File: src/pli_pkg.sv
// Shared types and constants for the positional list insert/delete core.
// Used by the controller, the datapath and the top level; depends on nothing.
package pli_pkg;

   localparam int CAPACITY_DEF = 128;

   localparam int POS_W   = 8;
   localparam int VALUE_W = 32;
   localparam int LEN_W   = 8;
   localparam int STAT_W  = 2;

   typedef enum logic {
      FUNC_INSERT = 1'b0,
      FUNC_DELETE = 1'b1
   } func_type;

   typedef enum logic [STAT_W-1:0] {
      STAT_OK    = 2'd0,
      STAT_RANGE = 2'd1,
      STAT_FULL  = 2'd2
   } status_type;

   typedef enum logic [3:0] {
      ST_IDLE,
      ST_CHECK,
      ST_INS_LOOP,
      ST_INS_WR,
      ST_DEL_CAP,
      ST_DEL_LOOP,
      ST_DEL_WR,
      ST_DONE
   } state_type;

   // controller -> datapath
   typedef struct packed {
      logic latch;        // capture the accepted item
      logic check;        // range/full check, set status, init index, read position
      logic rd_prev;      // read entry below the index
      logic rd_next;      // read entry above the index
      logic wr_shift;     // write read data at the index
      logic wr_val;       // write the inserted value at the index
      logic idx_dec;
      logic idx_inc;
      logic cap_removed;  // capture the deleted entry
      logic cnt_inc;
      logic cnt_dec;
      logic out_load;     // load the result register
   } dp_cmd_type;

   // datapath -> controller
   typedef struct packed {
      logic is_delete;
      logic error;
      logic ins_at_pos;   // index reached the insert slot
      logic del_at_end;   // index reached the last entry
      logic out_busy;     // result register still held by the sink
   } dp_stat_type;

endpackage

File: src/pli_ctrl.sv
// Controller state machine for the positional list core.
// Sequences checks, entry moves and the result load; uses pli_pkg.
module pli_ctrl (
   input  logic                 clock,
   input  logic                 reset,
   input  logic                 req_tvalid,
   output logic                 req_tready,
   input  pli_pkg::dp_stat_type stat,
   output pli_pkg::dp_cmd_type  cmd
);

   pli_pkg::state_type state_ff, state_in;

   always_ff @(posedge clock) begin
      if (reset) begin
         state_ff <= pli_pkg::ST_IDLE;
      end else begin
         state_ff <= state_in;
      end
   end

   always_comb begin
      state_in   = state_ff;
      cmd        = '0;
      req_tready = 1'b0;
      case (state_ff)
         pli_pkg::ST_IDLE: begin
            req_tready = 1'b1;
            if (req_tvalid) begin
               cmd.latch = 1'b1;
               state_in  = pli_pkg::ST_CHECK;
            end
         end
         pli_pkg::ST_CHECK: begin
            cmd.check = 1'b1;
            if (stat.error) begin
               state_in = pli_pkg::ST_DONE;
            end else if (stat.is_delete) begin
               state_in = pli_pkg::ST_DEL_CAP;
            end else begin
               state_in = pli_pkg::ST_INS_LOOP;
            end
         end
         pli_pkg::ST_INS_LOOP: begin
            if (stat.ins_at_pos) begin
               cmd.wr_val  = 1'b1;
               cmd.cnt_inc = 1'b1;
               state_in    = pli_pkg::ST_DONE;
            end else begin
               cmd.rd_prev = 1'b1;
               state_in    = pli_pkg::ST_INS_WR;
            end
         end
         pli_pkg::ST_INS_WR: begin
            cmd.wr_shift = 1'b1;
            cmd.idx_dec  = 1'b1;
            state_in     = pli_pkg::ST_INS_LOOP;
         end
         pli_pkg::ST_DEL_CAP: begin
            cmd.cap_removed = 1'b1;
            state_in        = pli_pkg::ST_DEL_LOOP;
         end
         pli_pkg::ST_DEL_LOOP: begin
            if (stat.del_at_end) begin
               cmd.cnt_dec = 1'b1;
               state_in    = pli_pkg::ST_DONE;
            end else begin
               cmd.rd_next = 1'b1;
               state_in    = pli_pkg::ST_DEL_WR;
            end
         end
         pli_pkg::ST_DEL_WR: begin
            cmd.wr_shift = 1'b1;
            cmd.idx_inc  = 1'b1;
            state_in     = pli_pkg::ST_DEL_LOOP;
         end
         pli_pkg::ST_DONE: begin
            // hold until the previous result has been taken
            if (!stat.out_busy) begin
               cmd.out_load = 1'b1;
               state_in     = pli_pkg::ST_IDLE;
            end
         end
         default: begin
            state_in = pli_pkg::ST_IDLE;
         end
      endcase
   end

endmodule

File: config.mk
export PLATFORM = sky130hd
export DESIGN_NAME = pli_ctrl
export DESIGN_NICKNAME = d
export VERILOG_FILES = /design/src/pli_pkg.sv /design/src/pli_ctrl.sv
export SDC_FILE = /design/constraint.sdc
export NUM_CORES = 1
export LEC_CHECK = 0
export BUFFER_PORTS_ARGS = -buffer_cell sky130_fd_sc_hd__buf_2
export CORE_AREA = 2 2 39 41
export CTS_CLUSTER_DIAMETER = 60
export CTS_CLUSTER_SIZE = 12
export DETAILED_ROUTE_END_ITERATION = 8
export DIE_AREA = 0 0 41 43
export GPL_ROUTABILITY_DRIVEN = 1
export PLACE_DENSITY_LB_ADDON = 0.25
export SETUP_SLACK_MARGIN = 0.5
export SYNTH_ARGS = -nofsm -noshare
export SYNTH_HDL_FRONTEND = slang
export SYNTH_SLANG_ARGS = --single-unit
File: constraint.sdc
create_clock -name clock -period 1.15 [get_ports clock]
set_clock_uncertainty 0.15 [all_clocks]
set_input_delay 0.1725 -clock clock [delete_from_list [all_inputs] [get_ports clock]]
set_output_delay 0.1725 -clock clock [all_outputs]
set_load 0.005 [all_outputs]
Yosys cells after proc, flatten, opt, wreduce, memory -nomap -nowiden. Cells that the tools add are included.

Register bits after elaboration: 4. Bits in latches: 0. RAM bits: 0. Bits in read-only memories: 0. Input port bits: 8. Output and inout bits: 13. Logic and storage cells: 39. Memories kept: 0.

Add/subtract/negate cells: 0. $mul: 0. Divide/modulo/power cells: 0. $lt $le $gt $ge: 0. Eq/ne operators: 9. Shifts and indexed selects: 0. Muxes and demuxes: 25. Bitwise logic cells: 0. Reductions and logical operators: 4.

Operators by type and width (number): $pmux W4 S7 (1); $mux W1 (19); $eq A4 B3 Y1 const B (4); $mux W4 (3); $eq A4 B2 Y1 const B (2); $mux W3 (2); $eq A4 B1 Y1 const B (1); $logic_not A4 Y1 (1); $ne A2 B2 Y1 const B (2); $reduce_or A2 Y1 (2); $reduce_and A2 Y1 (1).

Logic depth before layout (Yosys ltp). Gate-level depths: netlist of run 1.

Depth after elaboration: 3. Depth in mapped cells: 5. Mapped depth without buffers: 4.

Worst setup path before layout of run 1. OpenSTA, ideal clock, no wires.

Kind: register to output. Start point: register state_ff[1]. End point: output cmd[6] (netlist name). Arrival: 1.050 ns. Required time: 0.827 ns. Path slack: -0.223 ns. Cell stages (with the launch flop): 4. Path buffers: 2. Cells stage by stage: dfxtp_1 -> buf_6 -> nor4bb_1 -> buf_4.

RTL lines: start: declaration (line pli_ctrl.sv:12) `pli_pkg::state_type state_ff, state_in;`; start signal: assignment (line pli_ctrl.sv:16) `state_ff <= pli_pkg::ST_IDLE;`; start signal: assignment (line pli_ctrl.sv:18) `state_ff <= state_in;`; end: declaration (line pli_ctrl.sv:9) `output pli_pkg::dp_cmd_type cmd`.

==> results of run 1 <==
==> timing repair <==
| action | CTS | global route |
|---|---|---|
| setup buffers | 4 | 1 |
| hold endpoints to repair | 3 | 3 |
| pin swaps | 9 | 5 |
| resized for setup | 18 | 9 |
| setup endpoints to repair | 16 | 16 |
==> per-layer routing <==
layer	track usage, %	wire (µm)	vias up
met5	0	0	-
met4	4.00	0	0
met3	6.28	63	0
met2	19.4	461	15
met1	16.7	400	186
li1	-	-	215
==> layout by cell type, fill, tap and decap left out, types with 2 or more instances in the layout <==
cell type / n
nor2_1: 3
buf_6: 10
clkbuf_4: 3
o21ai_1: 2
a21oi_1: 5
buf_4: 4
nor3_4: 2
buf_2: 19
dfxtp_4: 3
nor3b_2: 2
==> power breakdown <==
part	switching, mW	leakage (nW)	internal [mW]
combinational	0.219	0.270	0.324
sequential	0.0568	0.0267	0.136
clock	0.0593	0.0150	0.130
==> final cells by class <==
| type | count | area, µm² | area share (%) |
|---|---|---|---|
| Sequential cell | 3 | 71.3 | 10.8 |
| Clock buffer | 4 | 26.3 | 3.98 |
| Multi-Input combinational cell | 33 | 283 | 42.8 |
| Timing Repair Buffer | 34 | 253 | 38.3 |
| Tap cell | 16 | 20.0 | 3.03 |
| Inverter | 2 | 7.51 | 1.14 |
==> logic make-up after synthesis <==
kind of cell / share of synthesized area, %
AO/OA/AOI/OAI: 19.4
buffers and inverters: 16.8
flip-flops: 17.9
AND/OR/NAND/NOR: 45.9
==> per-stage QoR <==
stage               worst slack (ps)  hold slack [ps]  power, mW  instance area, µm²
floorplan                      -42.7             91.6      0.449                 368
global placement                -154              220      0.581                 503
detailed placement              -144              217      0.583                 503
CTS                             -312            -40.7      0.888                 613
global route                    -353            -42.8       1.01                 661
finish                          -284            -30.0      0.926                 661
==> final timing paths <==
kind                                  start           to  slack, ps  depth (start not counted)
worst max-delay path            state_ff[2]       cmd[9]       -280                          3
worst min-delay path                  reset  state_ff[2]        -30                          2
worst max register to register  state_ff[1]  state_ff[0]       -140                          6
worst min register to register  state_ff[2]  state_ff[0]        530                          3
==> synth_stat cells (2+ instances only) <==
| cell | n | share of area [%] |
|---|---|---|
| nor3_1 | 3 | 4.5 |
| inv_1 | 2 | 2.2 |
| nor2_1 | 5 | 5.6 |
| and3_1 | 2 | 3.7 |
| buf_4 | 2 | 4.5 |
| o21ai_1 | 2 | 3.0 |
| a21oi_1 | 5 | 7.5 |
| nand2_1 | 2 | 2.2 |
| nor3b_1 | 2 | 4.5 |
| buf_6 | 3 | 10 |
| dfxtp_1 | 3 | 18 |
==> critical path, stage by stage, from the launching register on <==
cell,delay (ps)
dfxtp_4,360
buf_6,130
nor4b_2,250
buf_2,150
==> flow_metrics.env, run 1 <==
export IMPL_num_vias=416
export IMPL_fillCellCount=145
export IMPL_clock_sinks=3
export IMPL_fin_crit_ps=1430
export IMPL_top_register="state_ff"
export IMPL_cp_max_fo=5
export IMPL_p_per_area_mw_per_mm2=1400
export IMPL_critPathKind="reg -> out"
export IMPL_synth_area_um2=335
export IMPL_numCtsBuffers=3
export IMPL_finalCritPeriodShare_pct=125
export IMPL_start_util_pct=24.2
export IMPL_hold_class="in -> reg"
export IMPL_ir_drop_mv=0.516
export IMPL_tns_ps=-3140
export IMPL_crit_arrival_ps=1110
export IMPL_avgSynthCellArea_um2=7.80
export IMPL_grt_max_degree=11
export IMPL_ios=21
export IMPL_cp_end_kind="output pin"
export IMPL_dp_cells=83
export IMPL_post_dp_hpwl_um=629
export IMPL_worst_pin_slew_ps=195
export IMPL_synthArstFlopShare_pct=0
export IMPL_yosysSeqAreaShare_pct=17.9
export IMPL_drt_iter0_markers=3
export IMPL_globalplace_congestion=0.752
export IMPL_worst_slack_ps=-284
export IMPL_grt_pass1_wl_mm=1.58
export IMPL_num_antenna_cells=0
export IMPL_nNetsFinal=85
export IMPL_ys_ff_latch=3
export IMPL_ys_flop_type="dfxtp_1"
export IMPL_synthCells=43
export IMPL_hold_violations=3
export IMPL_grtUsageTotal_pct=13.3
export IMPL_grt_pass1_vias=366
export IMPL_port_buffer_count=20
export IMPL_worst_setup_path_start_kind="flip-flop"
export IMPL_clk_pin_slew_worst_paths_ps=40
export IMPL_wl_per_cell_um=10.1
export IMPL_crit_required_ps=830
export IMPL_yosysWarnings=0
export IMPL_antenna_found_initial=0
export IMPL_drc_errors=0
export IMPL_largest_reg_flops=3
export IMPL_syn_num_nets=51
export IMPL_max_slew_margin_rel_pct=87.0
export IMPL_post_route_util_pct=47.7
export IMPL_slew_viol_final=0
export IMPL_cap_violations=0
export IMPL_ant_nets=0
export IMPL_clk_path_buf_depth=2
export IMPL_violations="negative hold slack, negative setup slack"
export IMPL_grt_overflow=0
export IMPL_htree_levels=1
export IMPL_insertion_delay_ps=240
export IMPL_drive_gt1_share_pct=75.0
export IMPL_reg_largest_list="state_ff x3"
export IMPL_cts_root_buffer="clkbuf_4"
export IMPL_drt_vias_per_instance=4.52
export IMPL_rsz0062_at_grt="yes"
export IMPL_die_x_um=41
export IMPL_cts_tree="done"
export IMPL_synth_cell_types=23
export IMPL_fmax_ghz=0.697
export IMPL_num_rows=14
export IMPL_status="finished with violations"
export IMPL_core_region_area_mm2=0.00138
export IMPL_routed_wl_um=925
export IMPL_leakage_nw=0.311
export IMPL_finalSetupViolations=16
export IMPL_stdcell_count=92
export IMPL_holdWs_ps=-30.0
export IMPL_die_area_mm2=0.00176
export IMPL_syn_to_final_growth_pct=97.0
export IMPL_synth_edf_count=0
export IMPL_drt_pass1_iterations=2
export IMPL_die_y_um=43
(Power assumes the default switching activity.)
==> run 2, diff against run 1 <==
--- a/config.mk
+++ b/config.mk
@@ -13,7 +13,6 @@
 export DIE_AREA = 0 0 41 43
 export GPL_ROUTABILITY_DRIVEN = 1
 export PLACE_DENSITY_LB_ADDON = 0.25
-export SETUP_SLACK_MARGIN = 0.5
 export SYNTH_ARGS = -nofsm -noshare
 export SYNTH_HDL_FRONTEND = slang
 export SYNTH_SLANG_ARGS = --single-unit
==> constraint.sdc (replaced) <==
create_clock -name clock -period 1.65 [get_ports clock]
set_clock_uncertainty 0.15 [all_clocks]
set_input_delay 0.2475 -clock clock [delete_from_list [all_inputs] [get_ports clock]]
set_output_delay 0.2475 -clock clock [all_outputs]
set_load 0.005 [all_outputs]
==> flow_metrics.env, run 2 (same netlist as run 1, synthesis figures left out) <==
export IMPL_status="complete, no violations"
export IMPL_leakage_nw=0.242
export IMPL_max_slew_margin_rel_pct=84.1
export IMPL_drive_gt1_share_pct=57.6
export IMPL_fin_crit_ps=1550
export IMPL_numCtsBuffers=3
export IMPL_slew_viol_final=0
export IMPL_cts_setup_buffers=0
export IMPL_drc_errors=0
export IMPL_grtUsageTotal_pct=9.92
export IMPL_fmax_ghz=0.645
export IMPL_largest_reg_flops=3
export IMPL_globalplace_congestion=0.749
export IMPL_r2r_cells=5
export IMPL_r2r_slack_ps=380
export IMPL_num_vias=375
export IMPL_slowest_delay_ps=320
export IMPL_min_delay_start="reset"
export IMPL_htree_levels=1
export IMPL_post_dp_hpwl_um=568
export IMPL_wl_per_cell_um=9.72
export IMPL_swShare_pct=37.8
export IMPL_crit_arrival_ps=1150
export IMPL_finalSetupViolations=0
export IMPL_worstHoldEndpoint="state_ff[0]"
export IMPL_port_buffer_count=20
export IMPL_nNetsFinal=75
export IMPL_cts_root_buffer="clkbuf_4"
export IMPL_tns_ps=0
export IMPL_top_register="state_ff"
export IMPL_worst_setup_path_start_kind="flip-flop"
export IMPL_p_sw_mw=0.187
export IMPL_grt_pass1_vias=297
export IMPL_final_cell_mix="buf_2 (20), nor2_1 (5), a21oi_1 (5)"
export IMPL_cp_slowest_cell="dfxtp_1"
export IMPL_antenna_found_initial=0
export IMPL_ir_drop_mv=0.286
export IMPL_pwr_share_comb_pct=47.1
export IMPL_worstPathCellList="buf_6, nand2_2, nor2_1, or2_1, buf_2"
export IMPL_cp_end_kind="output pin"
export IMPL_die_y_um=43
export IMPL_hold_class="in -> reg"
export IMPL_holdBufCountCts=0
export IMPL_post_route_util_pct=35.4
export IMPL_routed_wl_um=797
export IMPL_clk_pin_slew_worst_paths_ps=40
export IMPL_stdcell_count=82
export IMPL_insertion_delay_ps=230
export IMPL_r2r_start="state_ff[1]"
export IMPL_grt_overflow=0
export IMPL_drt_vias_per_instance=4.57
export IMPL_cts_resized=2
export IMPL_core_region_area_mm2=0.00138
export IMPL_p_per_area_mw_per_mm2=1010
export IMPL_worst_pin_slew_ps=238
export IMPL_clk_path_buf_depth=2
export IMPL_finalCritPeriodShare_pct=94.0
export IMPL_hold_violations=0
export IMPL_clock_sinks=3
export IMPL_drt_pass1_iterations=3
export IMPL_p_seq_share_pct=27.1
export IMPL_die_x_um=41
export IMPL_min_delay_path_depth=2
export IMPL_cts_tree="done"
export IMPL_p_total_mw=0.495
export IMPL_grt_max_degree=17
export IMPL_die_area_mm2=0.00176
export IMPL_num_rows=14
export IMPL_ios=21
export IMPL_crit_required_ps=1250
export IMPL_num_antenna_cells=0
export IMPL_drt_iter0_markers=4
export IMPL_pwr_share_clk_pct=25.9
export IMPL_final_common_cell="buf_2"
export IMPL_ant_nets=0
export IMPL_dp_cells=78
export IMPL_reg_largest_list="state_ff x3"
export IMPL_start_util_pct=24.2
export IMPL_rsz0062_at_grt="no"
export IMPL_critPathKind="reg -> out"
export IMPL_syn_to_final_growth_pct=45.9
export IMPL_internal_power_mw=0.308
export IMPL_cap_violations=0
export IMPL_holdWs_ps=49.3
export IMPL_regToRegEndpoint="state_ff[0]"
export IMPL_grt_pass1_wl_mm=1.22
export IMPL_cp_max_fo=10
-- run 2: changes by cell type in the layout (fill, tap and decap cells not counted), moves of 2 or more --
cell and change:
buf_6 -9, dfxtp_4 -2, nor3_1 +2, nor3b_2 -2, nor3b_1 +2, nor2_1 +2
-- run 2: routing by layer --
metal	vias up	track usage, %	share of wire (%)
li1	198	-	-
met4	0	2.00	0
met2	13	13.4	47
met3	0	4.71	7.2
met1	164	14.1	46
met5	-	0	0
-- run 2: final cells by class --
| class | count | area, µm² |
|---|---|---|
| well taps | 16 | 20.0 |
| clock buffers | 4 | 26.3 |
| repair buffers | 24 | 134 |
| inverters | 2 | 7.51 |
| fillers | 170 | 895 |
| multi-input cells | 33 | 236 |
| flip-flops and latches | 3 | 65.1 |
-- run 2: power groups by stage --
stage	Clock (mW)	Sequential [mW]	Combinational, mW
floorplan	0	0.0981	0.192
global placement	0	0.125	0.223
detailed placement	0	0.125	0.223
CTS	0.135	0.126	0.224
global route	0.146	0.139	0.266
finish	0.128	0.134	0.233
-- run 2: critical path, delay by kind of cell (launching register included) --
| family | cells | cell delay [ps] |
|---|---|---|
| AND/OR/NAND/NOR | 3 | 330 |
| buffers and inverters | 2 | 270 |
| flip-flops | 1 | 320 |
-- run 2: worst max path at each step --
| stage | startpoint | to | slack (ps) | cells past startpoint |
|---|---|---|---|---|
| after floorplan | state_ff[1] | cmd[6] | 200 | 3 |
| after global placement | state_ff[0] | cmd[11] | 130 | 4 |
| after detailed placement | state_ff[0] | cmd[11] | 120 | 4 |
| after CTS | state_ff[2] | cmd[6] | 40 | 3 |
| after global routing | state_ff[2] | cmd[7] | 2 | 5 |
| final | state_ff[2] | cmd[7] | 100 | 5 |
-- run 2: metrics by stage --
stage	setup WS [ps]	cell area (µm²)
floorplan	202	335
global placement	128	437
detailed placement	119	437
CTS	35.8	465
global route	2.34	489
finish	98.5	489
